[config.mk]
export PLATFORM = sky130hd
export DESIGN_NAME = split_decimal_display_writer
export DESIGN_NICKNAME = d
export VERILOG_FILES = /design/src/rtl/sddw_pkg.sv /design/src/rtl/split_decimal_display_writer.sv /design/src/rtl/sddw_front.sv /design/src/rtl/sddw_queue.sv /design/src/rtl/sddw_back.sv
export SDC_FILE = /design/constraint.sdc
export NUM_CORES = 1
export LEC_CHECK = 0
export BUFFER_PORTS_ARGS = -buffer_cell sky130_fd_sc_hd__clkbuf_2
export CORE_MARGIN = 3
export CORE_UTILIZATION = 30
export DETAILED_ROUTE_END_ITERATION = 12
export GPL_ROUTABILITY_DRIVEN = 0
export SLEW_MARGIN = 20
export SYNTH_ARGS = -nofsm -noshare
export SYNTH_HDL_FRONTEND = slang
export SYNTH_SLANG_ARGS = --single-unit
[constraint.sdc]
create_clock -name clk_i -period 6.4 [get_ports clk_i]
set_clock_uncertainty 0.1 [all_clocks]
set_input_delay 0.64 -clock clk_i [delete_from_list [all_inputs] [get_ports clk_i]]
set_output_delay 0.64 -clock clk_i [all_outputs]
set_load 0.02 [all_outputs]
[src/rtl/sddw_pkg.sv]
`timescale 1ns / 1ps
// Shared types, constants and arithmetic helpers of the split decimal display writer.
package sddw_pkg;

  localparam int unsigned PctW      = 8;
  localparam int unsigned PosW      = 32;
  localparam int unsigned AddrW     = 4;
  localparam int unsigned CodeW     = 4;
  localparam int unsigned BcdW      = 16;   // four decimal digits of the position
  localparam int unsigned NibW      = 4;    // position bits folded in per cycle
  localparam int unsigned ConvSteps = PosW / NibW;
  localparam int unsigned ConvCntW  = $clog2(ConvSteps);
  localparam int unsigned WriteCnt  = 8;
  localparam int unsigned WrIdxW    = $clog2(WriteCnt);
  localparam int unsigned DefQueueDepth = 2;

  localparam logic [PctW-1:0]  PctMax    = 8'd199;
  localparam logic [PctW-1:0]  PctHund   = 8'd100;
  localparam logic [PctW-1:0]  PctTen    = 8'd10;
  localparam logic [CodeW-1:0] CodeBlank = 4'hF;
  localparam logic [CodeW-1:0] CodeDash  = 4'hA;
  localparam logic [CodeW-1:0] CodeOne   = 4'h1;

  // write slot indexes, address is slot plus one
  localparam logic [WrIdxW-1:0] SlotPos0  = 3'd0;
  localparam logic [WrIdxW-1:0] SlotPos1  = 3'd1;
  localparam logic [WrIdxW-1:0] SlotPos2  = 3'd2;
  localparam logic [WrIdxW-1:0] SlotPos3  = 3'd3;
  localparam logic [WrIdxW-1:0] SlotUnits = 3'd4;
  localparam logic [WrIdxW-1:0] SlotTens  = 3'd5;
  localparam logic [WrIdxW-1:0] SlotHund  = 3'd6;
  localparam logic [WrIdxW-1:0] SlotDash  = 3'd7;
  localparam logic [AddrW-1:0]  AddrLast  = 4'd8;

  typedef struct packed {
    logic [BcdW-1:0]  pos_bcd;    // position modulo 10000, BCD
    logic [CodeW-1:0] units;
    logic [CodeW-1:0] tens;
    logic [CodeW-1:0] hund;
  } entry_t;

  typedef struct packed {
    logic full;
    logic empty;
  } q_status_t;

  // Fold one nibble, MSB first, into a four-digit BCD accumulator.
  // Digits above the thousands are dropped, which keeps the value modulo 10000.
  function automatic logic [BcdW-1:0] bcd_step(input logic [BcdW-1:0] acc,
                                               input logic [NibW-1:0] nib);
    logic [BcdW-1:0] a;
    a = acc;
    for (int b = NibW - 1; b >= 0; b--) begin
      for (int d = 0; d < BcdW / 4; d++) begin
        if (a[d*4 +: 4] >= 4'd5) begin
          a[d*4 +: 4] = a[d*4 +: 4] + 4'd3;
        end
      end
      a = {a[BcdW-2:0], nib[b]};
    end
    return a;
  endfunction

  // Split a saturated percentage into its three display codes with blanking.
  function automatic entry_t pct_codes(input logic [PctW-1:0] pct);
    entry_t          e;
    logic [PctW-1:0] sat;
    logic [6:0]      r;
    logic [14:0]     prod;
    logic [3:0]      t;
    logic [6:0]      t10;
    sat  = (pct > PctMax) ? PctMax : pct;
    r    = (sat >= PctHund) ? 7'(sat - PctHund) : sat[6:0];
    prod = 15'(r) * 15'd205;        // r / 10 for r below 100
    t    = prod[14:11];
    t10  = 7'({3'd0, t} * 7'd10);
    e.pos_bcd = '0;
    e.units   = 4'(r - t10);
    e.tens    = (sat >= PctTen) ? t : CodeBlank;
    e.hund    = (sat >= PctHund) ? CodeOne : CodeBlank;
    return e;
  endfunction

endpackage

[src/rtl/split_decimal_display_writer.sv]
`timescale 1ns / 1ps
// Top level of the split decimal display writer: front, queue and back end.
//
//  channel | direction | handshake          | payload
//  --------+-----------+--------------------+-------------------------------------------
//  item    | in        | start, busy        | pwm_percent_i, position_count_i
//  write   | out       | result_strobe_o    | register_address_o, digit_code_o,
//          |           |                    | last_write_o
//
// An item is taken at an edge where start is high and busy is low. The front end
// folds the position into four BCD digits four bits a cycle, holding its last step
// while the queue is full; an item may be taken in the very cycle the previous one
// finishes, and the queue lets the front end convert it while the back end plays
// out the eight writes of the last. The first write of an item reaches the ports
// through the front end's conversion registers, the queue and the back end's slot
// registers; the other seven writes follow in consecutive cycles, addresses 1 to 8.
// The receiver cannot stall; busy rises only while the front end is converting or
// the queue between front and back is full. Reset clears all control state.
module split_decimal_display_writer #(
  parameter int unsigned QueueDepth = sddw_pkg::DefQueueDepth
) (
  input  logic                       clk_i,
  input  logic                       rst_ni,
  input  logic                       start,
  output logic                       busy,
  input  logic [sddw_pkg::PctW-1:0]  pwm_percent_i,
  input  logic [sddw_pkg::PosW-1:0]  position_count_i,
  output logic                       result_strobe_o,
  output logic [sddw_pkg::AddrW-1:0] register_address_o,
  output logic [sddw_pkg::CodeW-1:0] digit_code_o,
  output logic                       last_write_o
);
  import sddw_pkg::*;

  // front to queue
  logic      push;
  entry_t    push_entry;
  // queue to back
  logic      pop;
  entry_t    pop_entry;
  q_status_t q_status;

  // Accept, saturate and split the percentage, and convert the position.
  sddw_front u_front (
    .clk_i            (clk_i),
    .rst_ni           (rst_ni),
    .start            (start),
    .busy             (busy),
    .pwm_percent_i    (pwm_percent_i),
    .position_count_i (position_count_i),
    .q_status_i       (q_status),
    .push_o           (push),
    .push_entry_o     (push_entry)
  );

  // Hold prepared items so the front can take the next one while writes go out.
  sddw_queue #(
    .Depth (QueueDepth)
  ) u_queue (
    .clk_i        (clk_i),
    .rst_ni       (rst_ni),
    .push_i       (push),
    .push_entry_i (push_entry),
    .pop_i        (pop),
    .pop_entry_o  (pop_entry),
    .status_o     (q_status)
  );

  // Advance through the eight register writes of each item.
  sddw_back u_back (
    .clk_i              (clk_i),
    .rst_ni             (rst_ni),
    .q_status_i         (q_status),
    .pop_entry_i        (pop_entry),
    .pop_o              (pop),
    .result_strobe_o    (result_strobe_o),
    .register_address_o (register_address_o),
    .digit_code_o       (digit_code_o),
    .last_write_o       (last_write_o)
  );

endmodule

[src/rtl/sddw_front.sv]
`timescale 1ns / 1ps
// Front end: accept items, prepare percentage codes, fold the position into BCD.
module sddw_front (
  input  logic                      clk_i,
  input  logic                      rst_ni,
  input  logic                      start,
  output logic                      busy,
  input  logic [sddw_pkg::PctW-1:0] pwm_percent_i,
  input  logic [sddw_pkg::PosW-1:0] position_count_i,
  input  sddw_pkg::q_status_t       q_status_i,
  output logic                      push_o,
  output sddw_pkg::entry_t          push_entry_o
);
  import sddw_pkg::*;

  logic                active_q, active_d;
  logic [ConvCntW-1:0] cnt_q, cnt_d;
  logic [PosW-1:0]     shift_q, shift_d;
  logic [BcdW-1:0]     bcd_q, bcd_d;
  entry_t              codes_q, codes_d;
  logic [BcdW-1:0]     bcd_next;
  logic                last_step, accept, advance;

  always_comb begin
    bcd_next  = bcd_step(bcd_q, shift_q[PosW-1 -: NibW]);
    last_step = active_q && (cnt_q == ConvCntW'(ConvSteps - 1));
    push_o    = last_step && !q_status_i.full;
    busy      = active_q && !push_o;
    accept    = start && !busy;
    advance   = active_q && !last_step;

    push_entry_o         = codes_q;
    push_entry_o.pos_bcd = bcd_next;

    active_d = active_q;
    cnt_d    = cnt_q;
    shift_d  = shift_q;
    bcd_d    = bcd_q;
    codes_d  = codes_q;
    if (accept) begin
      active_d = 1'b1;
      cnt_d    = '0;
      shift_d  = position_count_i;
      bcd_d    = '0;
      codes_d  = pct_codes(pwm_percent_i);
    end else if (advance) begin
      cnt_d   = cnt_q + 1'b1;
      shift_d = {shift_q[PosW-NibW-1:0], {NibW{1'b0}}};
      bcd_d   = bcd_next;
    end else if (push_o) begin
      active_d = 1'b0;
    end
  end

  always_ff @(posedge clk_i or negedge rst_ni) begin
    if (!rst_ni) begin
      active_q <= 1'b0;
      cnt_q    <= '0;
    end else begin
      active_q <= active_d;
      cnt_q    <= cnt_d;
    end
  end

  always_ff @(posedge clk_i) begin
    shift_q <= shift_d;
    bcd_q   <= bcd_d;
    codes_q <= codes_d;
  end

  a_push_only_on_last: assert property (@(posedge clk_i) disable iff (!rst_ni)
    push_o |-> active_q && (cnt_q == ConvCntW'(ConvSteps - 1)))
    else $error("push outside the final conversion step");
  a_stall_holds: assert property (@(posedge clk_i) disable iff (!rst_ni)
    last_step && q_status_i.full |=> active_q && $stable(bcd_q))
    else $error("conversion moved while queue was full");
  a_busy_while_converting: assert property (@(posedge clk_i) disable iff (!rst_ni)
    advance |-> busy)
    else $error("ready in mid-conversion");

endmodule

[src/rtl/sddw_queue.sv]
`timescale 1ns / 1ps
// Small FIFO of prepared items between front and back.
module sddw_queue #(
  parameter int unsigned Depth = sddw_pkg::DefQueueDepth
) (
  input  logic                clk_i,
  input  logic                rst_ni,
  input  logic                push_i,
  input  sddw_pkg::entry_t    push_entry_i,
  input  logic                pop_i,
  output sddw_pkg::entry_t    pop_entry_o,
  output sddw_pkg::q_status_t status_o
);
  import sddw_pkg::*;

  localparam int unsigned PtrW = (Depth > 1) ? $clog2(Depth) : 1;
  localparam int unsigned CntW = $clog2(Depth + 1);

  entry_t            mem_q [Depth];
  logic [PtrW-1:0]   wr_q, wr_d, rd_q, rd_d;
  logic [CntW-1:0]   cnt_q, cnt_d;

  function automatic logic [PtrW-1:0] ptr_inc(input logic [PtrW-1:0] p);
    return (p == PtrW'(Depth - 1)) ? '0 : PtrW'(p + 1'b1);
  endfunction

  always_comb begin
    status_o.full  = (cnt_q == CntW'(Depth));
    status_o.empty = (cnt_q == '0);
    pop_entry_o    = mem_q[rd_q];
    wr_d  = push_i ? ptr_inc(wr_q) : wr_q;
    rd_d  = pop_i ? ptr_inc(rd_q) : rd_q;
    cnt_d = cnt_q;
    if (push_i && !pop_i) begin
      cnt_d = cnt_q + 1'b1;
    end else if (pop_i && !push_i) begin
      cnt_d = cnt_q - 1'b1;
    end
  end

  always_ff @(posedge clk_i or negedge rst_ni) begin
    if (!rst_ni) begin
      wr_q  <= '0;
      rd_q  <= '0;
      cnt_q <= '0;
    end else begin
      wr_q  <= wr_d;
      rd_q  <= rd_d;
      cnt_q <= cnt_d;
    end
  end

  always_ff @(posedge clk_i) begin
    if (push_i) begin
      mem_q[wr_q] <= push_entry_i;
    end
  end

  a_no_overflow: assert property (@(posedge clk_i) disable iff (!rst_ni)
    push_i |-> !status_o.full)
    else $error("push into full queue");
  a_no_underflow: assert property (@(posedge clk_i) disable iff (!rst_ni)
    pop_i |-> !status_o.empty)
    else $error("pop from empty queue");
  a_count_bound: assert property (@(posedge clk_i) disable iff (!rst_ni)
    cnt_q <= CntW'(Depth))
    else $error("queue count out of range");

endmodule

[src/rtl/sddw_back.sv]
`timescale 1ns / 1ps
// Back end: play one queued item out as eight digit-register writes.
module sddw_back (
  input  logic                       clk_i,
  input  logic                       rst_ni,
  input  sddw_pkg::q_status_t        q_status_i,
  input  sddw_pkg::entry_t           pop_entry_i,
  output logic                       pop_o,
  output logic                       result_strobe_o,
  output logic [sddw_pkg::AddrW-1:0] register_address_o,
  output logic [sddw_pkg::CodeW-1:0] digit_code_o,
  output logic                       last_write_o
);
  import sddw_pkg::*;

  logic              valid_q, valid_d;
  logic [WrIdxW-1:0] idx_q, idx_d;
  entry_t            cur_q;
  logic              at_end;

  always_comb begin
    at_end  = valid_q && (idx_q == SlotDash);
    pop_o   = !q_status_i.empty && (!valid_q || at_end);
    valid_d = pop_o ? 1'b1 : (at_end ? 1'b0 : valid_q);
    idx_d   = pop_o ? '0 : (valid_q ? WrIdxW'(idx_q + 1'b1) : idx_q);
  end

  always_ff @(posedge clk_i or negedge rst_ni) begin
    if (!rst_ni) begin
      valid_q <= 1'b0;
      idx_q   <= '0;
    end else begin
      valid_q <= valid_d;
      idx_q   <= idx_d;
    end
  end

  always_ff @(posedge clk_i) begin
    if (pop_o) begin
      cur_q <= pop_entry_i;
    end
  end

  always_comb begin
    result_strobe_o    = valid_q;
    register_address_o = AddrW'(idx_q) + 1'b1;
    last_write_o       = at_end;
    unique case (idx_q)
      SlotPos0:  digit_code_o = cur_q.pos_bcd[3:0];
      SlotPos1:  digit_code_o = cur_q.pos_bcd[7:4];
      SlotPos2:  digit_code_o = cur_q.pos_bcd[11:8];
      SlotPos3:  digit_code_o = cur_q.pos_bcd[15:12];
      SlotUnits: digit_code_o = cur_q.units;
      SlotTens:  digit_code_o = cur_q.tens;
      SlotHund:  digit_code_o = cur_q.hund;
      SlotDash:  digit_code_o = CodeDash;
      default:   digit_code_o = CodeDash;
    endcase
  end

  a_last_is_eighth: assert property (@(posedge clk_i) disable iff (!rst_ni)
    last_write_o |-> result_strobe_o && (register_address_o == AddrLast))
    else $error("last write not on address eight");
  a_run_unbroken: assert property (@(posedge clk_i) disable iff (!rst_ni)
    valid_q && !at_end |=> valid_q && (idx_q == WrIdxW'($past(idx_q) + 1'b1)))
    else $error("write run broken");
  a_run_starts_at_one: assert property (@(posedge clk_i) disable iff (!rst_ni)
    pop_o |=> valid_q && (idx_q == SlotPos0))
    else $error("run does not start at address one");

endmodule

==> run_results.csv, run 1 <==
group,metric,value,unit
finish,final_nets,980,
timing,drv_slew,0,
critical_path,crit_end,"u_front.push_entry_o[11]",
critical_path,crit_top_cell,"ha_1",
critical_path,crit_start,"pwm_percent_i[2]",
finish,regArea,4100,um^2
critical_path,r2r_cells,24,
finish,postLayoutCoreUtil,0.356,
critical_path,r2r_end,"u_front.bcd_q[5]",
finish,final_cell_mix,"nand2_1, edfxtp_1, ha_1",
min_path,hold_class,"primary input to asynchronous set/reset pin",
floorplanning,dieArea,31200,um^2
clock_tree,cts_max_path_buffers,2,
timing,tightest_slew,0.986,ns
clock_tree,holdBufCountCts,0,
run,maxCapViolCount,0,
floorplanning,die_h,176,um
synthesis,yosys.area_share.simple,0.136,
synthesis,synth_edf_count,116,
clock_tree,ctsHtreeMaxLevel,4,
synthesis,synth-main-ff-cell,"edfxtp_1",
finish,drive_above_1_share,0.191,
critical_path,r2r-start,"u_front.bcd_q[0]",
synthesis,synth.top_cells.by_area,"edfxtp_1, ha_1, nand2_1",
synthesis,synth_top_area_cell,"edfxtp_1",
clock_tree,post_cts_resized,0,
synthesis,synth_xor_xnor_area_share,0.0298,
route,drt-total-wl,16900,um
clock_tree,post_cts_buffers,0,
synthesis,syn-num-nets,923,
global_route,antenna_found_initial,0,
route,drcViolationCount,0,
floorplanning,pin_count,54,
timing,rsz0062_at_grt,"no",
clock_tree,clk_latency,0.41,ns
placement,io_buffers,53,
timing,clock.fmax,0.177,GHz
floorplanning,initial_utilization,0.309,
critical_path,arrival,5.72,ns
clock_tree,clkSlewWorstSetupHoldPaths,0.06,ns
route,viasPerCell,4.69,
synthesis,syn_inst,799,
finish,final_common_cell,"nand2_1",
critical_path,crit_required,6.46,ns
global_route,grt_start_max_net_pins,44,
finish,num-fill-cells,2815,
route,vias,5848,
synthesis,synth-compound-area-share,0.123,
clock_tree,cts_tree,"built",
timing,hold_viol_final,0,
synthesis,seq_area_frac_synth,0.471,
clock_tree,root_buffer,"clkbuf_16",
finish,areaGrowthSynthToFinish,15.1,%
floorplanning,std_cell_rows,61,
critical_path,cp_max_fo,8,
synthesis,synth_adder_area_share,0.124,
synthesis,ys_seq_elements,144,
critical_path,cp-end-kind,"register",
route,drt-pass1-iter-count,4,
global_route,grt_pass1_wl,28300,um
placement,dp_hpwl,12500,um
floorplanning,core-area,28200,um^2
synthesis,netlist_area,8720,um^2
critical_path,path_cells,"clkbuf_2 -> or3_1 -> a31oi_1 -> mux2i_1 -> inv_1 -> ha_1 -> ha_1 -> or2_2 -> fa_1 -> ha_1 -> ha_1 -> nand3_1 -> nor2_1 -> and4_1 -> a221oi_2 -> xnor2_1 -> ha_1 -> inv_1 -> fa_1 -> xor2_1 -> xnor2_1 -> xnor2_1",
route,antenna_left,0,
critical_path,crit_type,"primary input to register",
timing,setup_viol,0,
critical_path,cp_slowest_cell,"fa_1",
global_route,grt-ovfl-total,0,
synthesis,synth_top_area_share,0.399,
critical_path,r2r_slack,1.26,ns
timing,relSlewSlack,0.342,
global_route,grt_pass1_vias,5655,
synthesis,yosys_warnings,0,
finish,multiInputGateArea,4280,um^2
global_route,grt_use_total,0.112,
critical_path,critPathLaunchType,"primary input",
critical_path,cpPeakStageDelay,0.47,ns
floorplanning,die_w,176,um
finish,n_antenna_cell,0,
clock_tree,cts-buffers-inserted,17,
synthesis,synthMuxAreaShare,0.0766,
status,status,"finished clean",
route,wl_per_cell,13.6,um
synthesis,ys_async_sr_fraction,0.0833,
timing,tns,0,ns
timing,fin_crit_sh,0.885,
synthesis,yosysUniqueCellTypes,80,
timing,fin_crit,5.66,ns
synthesis,synth_top_family_by_area,"simple AND/OR/NAND/NOR gates",
clock_tree,cts.sinks,144,
synthesis,avgSynthCellArea,10.9,um^2
route,first_iter_violations,324,
-- registers in the layout, indices dropped and copies added, names as in the netlist --
signal,flops
u_back.idx_q,3
u_queue.wr_q,1
u_queue.rd_q,1
u_front.bcd_q,16
u_back.cur_q,25
u_front.cnt_q,3
u_back.result_strobe_o,1
u_front.push_entry_o,9
u_front.active_q,1
u_queue.mem_q,50
u_front.shift_q,32
u_queue.cnt_q,2
-- cell usage after synthesis (4+ instances only) --
master and n:
nand3_1 12, a21oi_1 26, nand3b_1 4, o211ai_1 8, ha_1 72, mux2i_1 17
nor2_1 32, buf_2 4, and2_1 7, fa_1 9, o21ai_0 25, a211oi_1 6
a32o_1 4, o21ai_1 4, xor2_1 7, a211oi_2 4, dfrtp_1 12, a22o_1 11
and3_1 4, a21o_1 8, xnor2_1 19, nor3_1 7, a31oi_1 4, nand2_1 136
o31ai_1 4, nor2b_1 9, clkbuf_1 16, inv_1 62, mux2_2 34, dfxtp_1 16
nand2b_1 19, edfxtp_1 116
-- per-stage QoR --
step | hold slack, ns | std cells | area, um^2 | worst slack (ns)
finish | 0.0103 | 1247 | 10000 | 0.736
global route | 0.00531 | 1247 | 10000 | 0.509
CTS | 0.00474 | 1247 | 10000 | 0.756
detailed placement | 0.339 | 1215 | 9430 | 0.337
global placement | 0.324 | 1215 | 9430 | 0.396
floorplan | 0.244 | 799 | 8720 | 0.454
-- worst min path at each step --
stage	end	slack (ns)
global placement	u_queue.mem_q[0][8]	0.32
finish	u_queue.wr_q	0.01
global route	u_queue.wr_q	0.005
CTS	u_queue.wr_q	0.005
detailed placement	u_queue.mem_q[1][7]	0.34
floorplan	u_back.idx_q[0]	0.24
-- critical path, delay by kind of cell --
family,cells,cell delay [ns]
AND/OR/NAND/NOR,5,1.09
XOR/XNOR,4,0.66
adder cells (fa/ha/maj),7,2.17
buffers and inverters,3,0.30
AO/OA/AOI/OAI,2,0.59
multiplexers,1,0.27
-- layout make-up --
class,count,share of cell area
Timing Repair Buffer,62,0.0332
Multi-Input combinational cell,565,0.426
Sequential cell,144,0.409
Inverter,66,0.0247
Clock inverter,9,0.00636
Tap cell,378,0.0471
Clock buffer,23,0.0541
-- per-layer routing --
layer,track usage,share of wire,vias to the layer above
li1,-,-,2976
met1,0.163,0.50,2746
met2,0.170,0.45,108
met3,0.0230,0.037,18
met4,0.0334,0.012,0
met5,0,0,-
-- logic make-up (layout without fill, tap and decap cells) --
family          Yosys count  after routing
simple gates            254            254
compound gates          144            144
flops                   144            144
buf+inv                  90            160
fa+ha+maj                81             81
mux                      58             58
xor+xnor                 28             28
Power of run 1 is left out: the tool's default activity adds up to more than one toggle a clock period on the data nets, which glitch-free logic cannot reach.
==> run 2: changes to the inputs <==
Settings changed: BUFFER_PORTS_ARGS -buffer_cell sky130_fd_sc_hd__clkbuf_2 to unset, DONT_BUFFER_PORTS set to 1, GPL_ROUTABILITY_DRIVEN 0 to 1.
==> run 2 against run 1 <==
Net effect:
- setup slack better by 0.12 ns
- hold slack better by 0.25 ns
- critical endpoint unchanged
- die area unchanged
- utilization down 0.94 points
- fmax up 2.1%
==> run_results.csv, run 2 (same netlist as run 1, synthesis figures left out) <==
group,metric,value,unit
status,status,"finished clean",
critical_path,crit_required,6.46,ns
critical_path,r2r-start,"u_front.bcd_q[1]",
floorplanning,die_w,176,um
clock_tree,cts.sinks,144,
route,viasPerCell,4.75,
global_route,grt-ovfl-total,0,
placement,io_buffers,0,
floorplanning,initial_utilization,0.309,
critical_path,r2r_slack,1.25,ns
min_path,hold_class,"primary input to register",
timing,rsz0062_at_grt,"no",
critical_path,cp-end-kind,"register",
min_path,min_to,"u_front.active_q",
placement,dp_hpwl,12300,um
floorplanning,dieArea,31200,um^2
timing,hold_viol_final,0,
critical_path,path_cells,"or3_1 -> a31oi_1 -> mux2i_1 -> inv_1 -> ha_1 -> ha_1 -> or2_2 -> fa_1 -> ha_1 -> ha_1 -> nand3_1 -> nor2_1 -> and4_1 -> a221oi_2 -> xnor2_1 -> ha_1 -> inv_1 -> fa_1 -> xor2_1 -> xnor2_1 -> xnor2_1",
route,wl_per_cell,13.9,um
route,drt-total-wl,16600,um
finish,top_regs,"u_queue.mem_q: 50 flops, u_front.shift_q: 32 flops, u_back.cur_q: 25 flops",
min_path,min_path_cells,1,
critical_path,critPathLaunchType,"primary input",
finish,final_nets,927,
clock_tree,ctsHtreeMaxLevel,4,
clock_tree,cts_max_path_buffers,2,
clock_tree,root_buffer,"clkbuf_16",
finish,areaGrowthSynthToFinish,12.1,%
clock_tree,clkSlewWorstSetupHoldPaths,0.06,ns
critical_path,r2r_end,"u_front.bcd_q[2]",
finish,n_antenna_cell,0,
finish,final_common_cell,"nand2_1",
timing,tns,0,ns
critical_path,crit_type,"primary input to register",
floorplanning,std_cell_rows,61,
clock_tree,clk_latency,0.41,ns
critical_path,r2r_cells,21,
floorplanning,core-area,28200,um^2
finish,top_register,"u_queue.mem_q",
clock_tree,post_cts_resized,0,
timing,tightest_slew,0.982,ns
critical_path,cp_slowest_cell,"fa_1",
finish,largest_reg_flops,50,
placement,place.gp.congestion,0.813,
route,vias,5670,
critical_path,cpPeakStageDelay,0.47,ns
floorplanning,die_h,176,um
timing,clock.fmax,0.180,GHz
critical_path,arrival,5.60,ns
timing,setup_viol,0,
min_path,hold_start,"start",
route,drcViolationCount,0,
finish,drive_above_1_share,0.135,
global_route,grt_use_total,0.110,
global_route,grt_pass1_vias,5525,
route,antenna_left,0,
floorplanning,pin_count,54,
timing,fin_crit_sh,0.866,
critical_path,crit_top_cell,"ha_1",
clock_tree,cts_tree,"built",
route,first_iter_violations,321,
finish,final_cell_mix,"nand2_1, edfxtp_1, ha_1",
timing,drv_slew,0,
route,drt-pass1-iter-count,5,
global_route,antenna_found_initial,0,
clock_tree,cts-buffers-inserted,17,
global_route,grt_start_max_net_pins,44,
timing,fin_crit,5.55,ns
clock_tree,post_cts_buffers,0,
timing,relSlewSlack,0.345,
global_route,grt_pass1_wl,27900,um
critical_path,cp_max_fo,8,
run,maxCapViolCount,0,
-- run 2: changes by cell type in the layout (fill, tap and decap cells not counted) --
cell and change:
buf_4 -1, clkbuf_1 +2, clkbuf_2 -53, clkbuf_8 +1
dlygate4sd3_1 +1, inv_4 -1, inv_6 -2
-- run 2: area by class of cell --
cell class | count | area (um^2)
Tap cell | 378 | 473
Timing Repair Buffer | 9 | 70.1
Multi-Input combinational cell | 565 | 4280
Sequential cell | 144 | 4100
Clock buffer | 26 | 564
Clock inverter | 6 | 40.0
Fill cell | 2839 | 18500
Inverter | 66 | 248
-- run 2: worst max-delay path: cells and delay by family --
family,cells,cell delay [ns]
XOR/XNOR,4,0.69
adder cells (fa/ha/maj),7,2.17
AND/OR/NAND/NOR,5,1.05
AO/OA/AOI/OAI,2,0.60
buffers and inverters,2,0.16
multiplexers,1,0.28
-- run 2: worst max-delay path by stage --
stage,slack (ns),startpoint,to,cells past startpoint
after floorplan,0.45,pwm_percent_i[4],u_front.push_entry_o[11],23
after CTS,0.86,pwm_percent_i[2],u_front.push_entry_o[11],21
after global placement,0.55,pwm_percent_i[2],u_front.push_entry_o[11],21
after global routing,0.48,pwm_percent_i[2],u_front.push_entry_o[11],21
final,0.85,pwm_percent_i[2],u_front.push_entry_o[11],21
after detailed placement,0.44,pwm_percent_i[2],u_front.push_entry_o[11],21
-- run 2: stage by stage --
| step | setup slack [ns] | hold slack [ns] | instances | utilization | area, um^2 |
|---|---|---|---|---|---|
| after floorplan | 0.454 | 0.244 | 799 | - | 8720 |
| after global placement | 0.548 | 0.246 | 1161 | 0.324 | 9160 |
| after detailed placement | 0.443 | 0.246 | 1161 | 0.324 | 9160 |
| after CTS | 0.856 | 0.239 | 1194 | 0.346 | 9770 |
| after global routing | 0.484 | 0.254 | 1194 | 0.346 | 9770 |
| final | 0.855 | 0.256 | 1194 | 0.346 | 9770 |
-- run 2: routing by layer --
layer | vias to the layer above | routed length, um | GRT usage
li1 | 2864 | - | -
met1 | 2692 | 8310 | 0.159
met2 | 104 | 7490 | 0.170
met3 | 10 | 675 | 0.0222
met4 | 0 | 127 | 0.0304
met5 | - | 0 | 0
-- run 2: what timing repair did --
action,CTS,global route
hold buffers,1,0
setup endpoints to repair,0,0
hold endpoints to repair,12,0
Power of run 2 is left out for the same reason.
==> run 3: changes to the inputs <==
--- a/config.mk
+++ b/config.mk
@@ -6,4 +6,5 @@
 export NUM_CORES = 1
 export LEC_CHECK = 0
+export ABC_AREA = 0
 export CORE_MARGIN = 3
 export CORE_UTILIZATION = 30
--- a/constraint.sdc
+++ b/constraint.sdc
@@ -3,3 +3,3 @@
 set_input_delay 0.64 -clock clk_i [delete_from_list [all_inputs] [get_ports clk_i]]
 set_output_delay 0.64 -clock clk_i [all_outputs]
-set_load 0.02 [all_outputs]
+set_load 0.05 [all_outputs]
==> run 3 against run 2 <==
Net effect:
- via count rose by 1.1%
- sequential share of layout area about the same
- critical endpoint unchanged
- hold slack lost 0.013 ns
- setup slack gained 0.029 ns
- design area is essentially flat
- global-route usage rose by 0.19 points
- routed wire length up 1.7%
- fmax rose by 0.53%
- largest cell class unchanged
==> run_results.csv, run 3 (same netlist as run 1, synthesis figures left out) <==
group,metric,value,unit
status,status,"finished clean",
timing,tns,0,ns
floorplanning,die_w,176,um
route,drt-pass1-iter-count,4,
timing,rsz0062_at_grt,"no",
finish,final_nets,931,
critical_path,cp_slowest_cell,"fa_1",
finish,n_antenna_cell,0,
route,wl_per_cell,14.1,um
route,antenna_left,0,
clock_tree,cts.sinks,144,
global_route,grt.met1_usage,0.158,
global_route,antenna_found_initial,0,
route,drt-total-wl,16900,um
global_route,use_met3,0.0265,
finish,top_register,"u_queue.mem_q",
floorplanning,die_h,176,um
timing,tightest_slew,0.991,ns
critical_path,path_cells,"or3_1 -> a31oi_1 -> mux2i_1 -> inv_1 -> ha_1 -> ha_1 -> or2_2 -> fa_1 -> ha_1 -> ha_1 -> nand3_1 -> nor2_1 -> and4_1 -> a221oi_2 -> inv_1 -> a21oi_1 -> xor2_1 -> fa_1 -> xor2_1 -> xnor2_1 -> xnor2_1",
finish,final_cell_mix,"nand2_1, edfxtp_1, ha_1",
floorplanning,core-area,28200,um^2
clock_tree,cts-buffers-inserted,17,
floorplanning,initial_utilization,0.309,
timing,hold_viol_final,0,
route,drcViolationCount,0,
run,maxCapViolCount,0,
finish,fin_cells,1198,
critical_path,cp_max_fo,8,
critical_path,crit_family,"adder cells",
global_route,grt_start_max_net_pins,44,
critical_path,cp-end-kind,"register",
finish,areaGrowthSynthToFinish,12.1,%
finish,drive_above_1_share,0.140,
timing,drv_slew,0,
critical_path,crit_top_cell,"ha_1",
finish,final_common_cell,"nand2_1",
critical_path,arrival,5.57,ns
timing,relSlewSlack,0.335,
clock_tree,clkSlewWorstSetupHoldPaths,0.06,ns
placement,placedCellCount,1165,
clock_tree,ctsHtreeMaxLevel,4,
critical_path,crit_buf_inv,2,
finish,largest_reg_flops,50,
floorplanning,std_cell_rows,61,
global_route,grt_pass1_vias,5632,
global_route,top_usage_layer,"met2",
floorplanning,dieArea,31200,um^2
global_route,grt_use_total,0.112,
placement,dp_hpwl,12500,um
finish,top_regs,"u_queue.mem_q: 50 flops, u_front.shift_q: 32 flops, u_back.cur_q: 25 flops",
critical_path,critPathLaunchType,"primary input",
clock_tree,clk_latency,0.41,ns
clock_tree,root_buffer,"clkbuf_16",
placement,io_buffers,0,
route,viasPerCell,4.78,
floorplanning,pin_count,54,
clock_tree,cts_tree,"built",
min_path,hold_class,"primary input to register",
timing,fin_crit_sh,0.862,
clock_tree,post_cts_resized,0,
timing,setup_viol,0,
timing,clock.fmax,0.181,GHz
global_route,grt_pass1_wl,28300,um
critical_path,crit_type,"primary input to register",
critical_path,r2r_slack,1.17,ns
route,first_iter_violations,333,
clock_tree,cts_max_path_buffers,2,
global_route,use_met2,0.175,
global_route,grt-ovfl-total,0,
timing,fin_crit,5.52,ns
placement,place.gp.congestion,0.809,
critical_path,cpPeakStageDelay,0.47,ns
finish,num-fill-cells,2833,
critical_path,crit_required,6.46,ns
route,vias,5731,
## run 3: layout make-up
cell class | count | area, um^2 | share of cell area
Clock inverter | 10 | 83.8 | 0.00858
Clock buffer | 22 | 487 | 0.0498
Multi-Input combinational cell | 565 | 4280 | 0.438
Inverter | 66 | 248 | 0.0253
Sequential cell | 144 | 4100 | 0.420
Timing Repair Buffer | 13 | 100 | 0.0102
Tap cell | 378 | 473 | 0.0484
## run 3: layer usage
layer  up-vias  share of wire  routed length (um)
met3        14          0.046                 776
li1       2876              -                   -
met2       109           0.45                7630
met4         0          0.011                 189
met5         -              0                   0
met1      2732           0.49                8290
## run 3: path summary, 6_finish.rpt
| kind | startpoint | to | cells after the start |
|---|---|---|---|
| max | pwm_percent_i[2] | u_front.push_entry_o[11] | 21 |
| min reg2reg | u_front.push_entry_o[9] | u_queue.mem_q[1][9] | 0 |
| min | start | u_front.active_q | 1 |
| min in group asynchronous | rst_ni | u_front.cnt_q[2] | 1 |
| max in group asynchronous | rst_ni | u_back.idx_q[2] | 1 |
| max reg2reg | u_front.bcd_q[1] | u_front.bcd_q[2] | 21 |
## run 3: stage by stage
step            util  worst slack, ns  area [um^2]  hold slack [ns]
2_1_floorplan      -            0.454         8720            0.244
3_3_place_gp   0.326            0.550         9190            0.245
3_5_place_dp   0.326            0.458         9190            0.245
4_1_cts        0.346            0.870         9770            0.233
5_1_grt        0.346            0.594         9780            0.228
6_report       0.346            0.884         9780            0.243
## run 3: repair_timing
| action | 4_1_cts | 5_1_grt |
|---|---|---|
| setup buffers | 0 | 0 |
| endpoints found under the hold margin | 12 | 0 |
| hold buffers | 1 | 0 |
Power of run 3 is left out for the same reason.
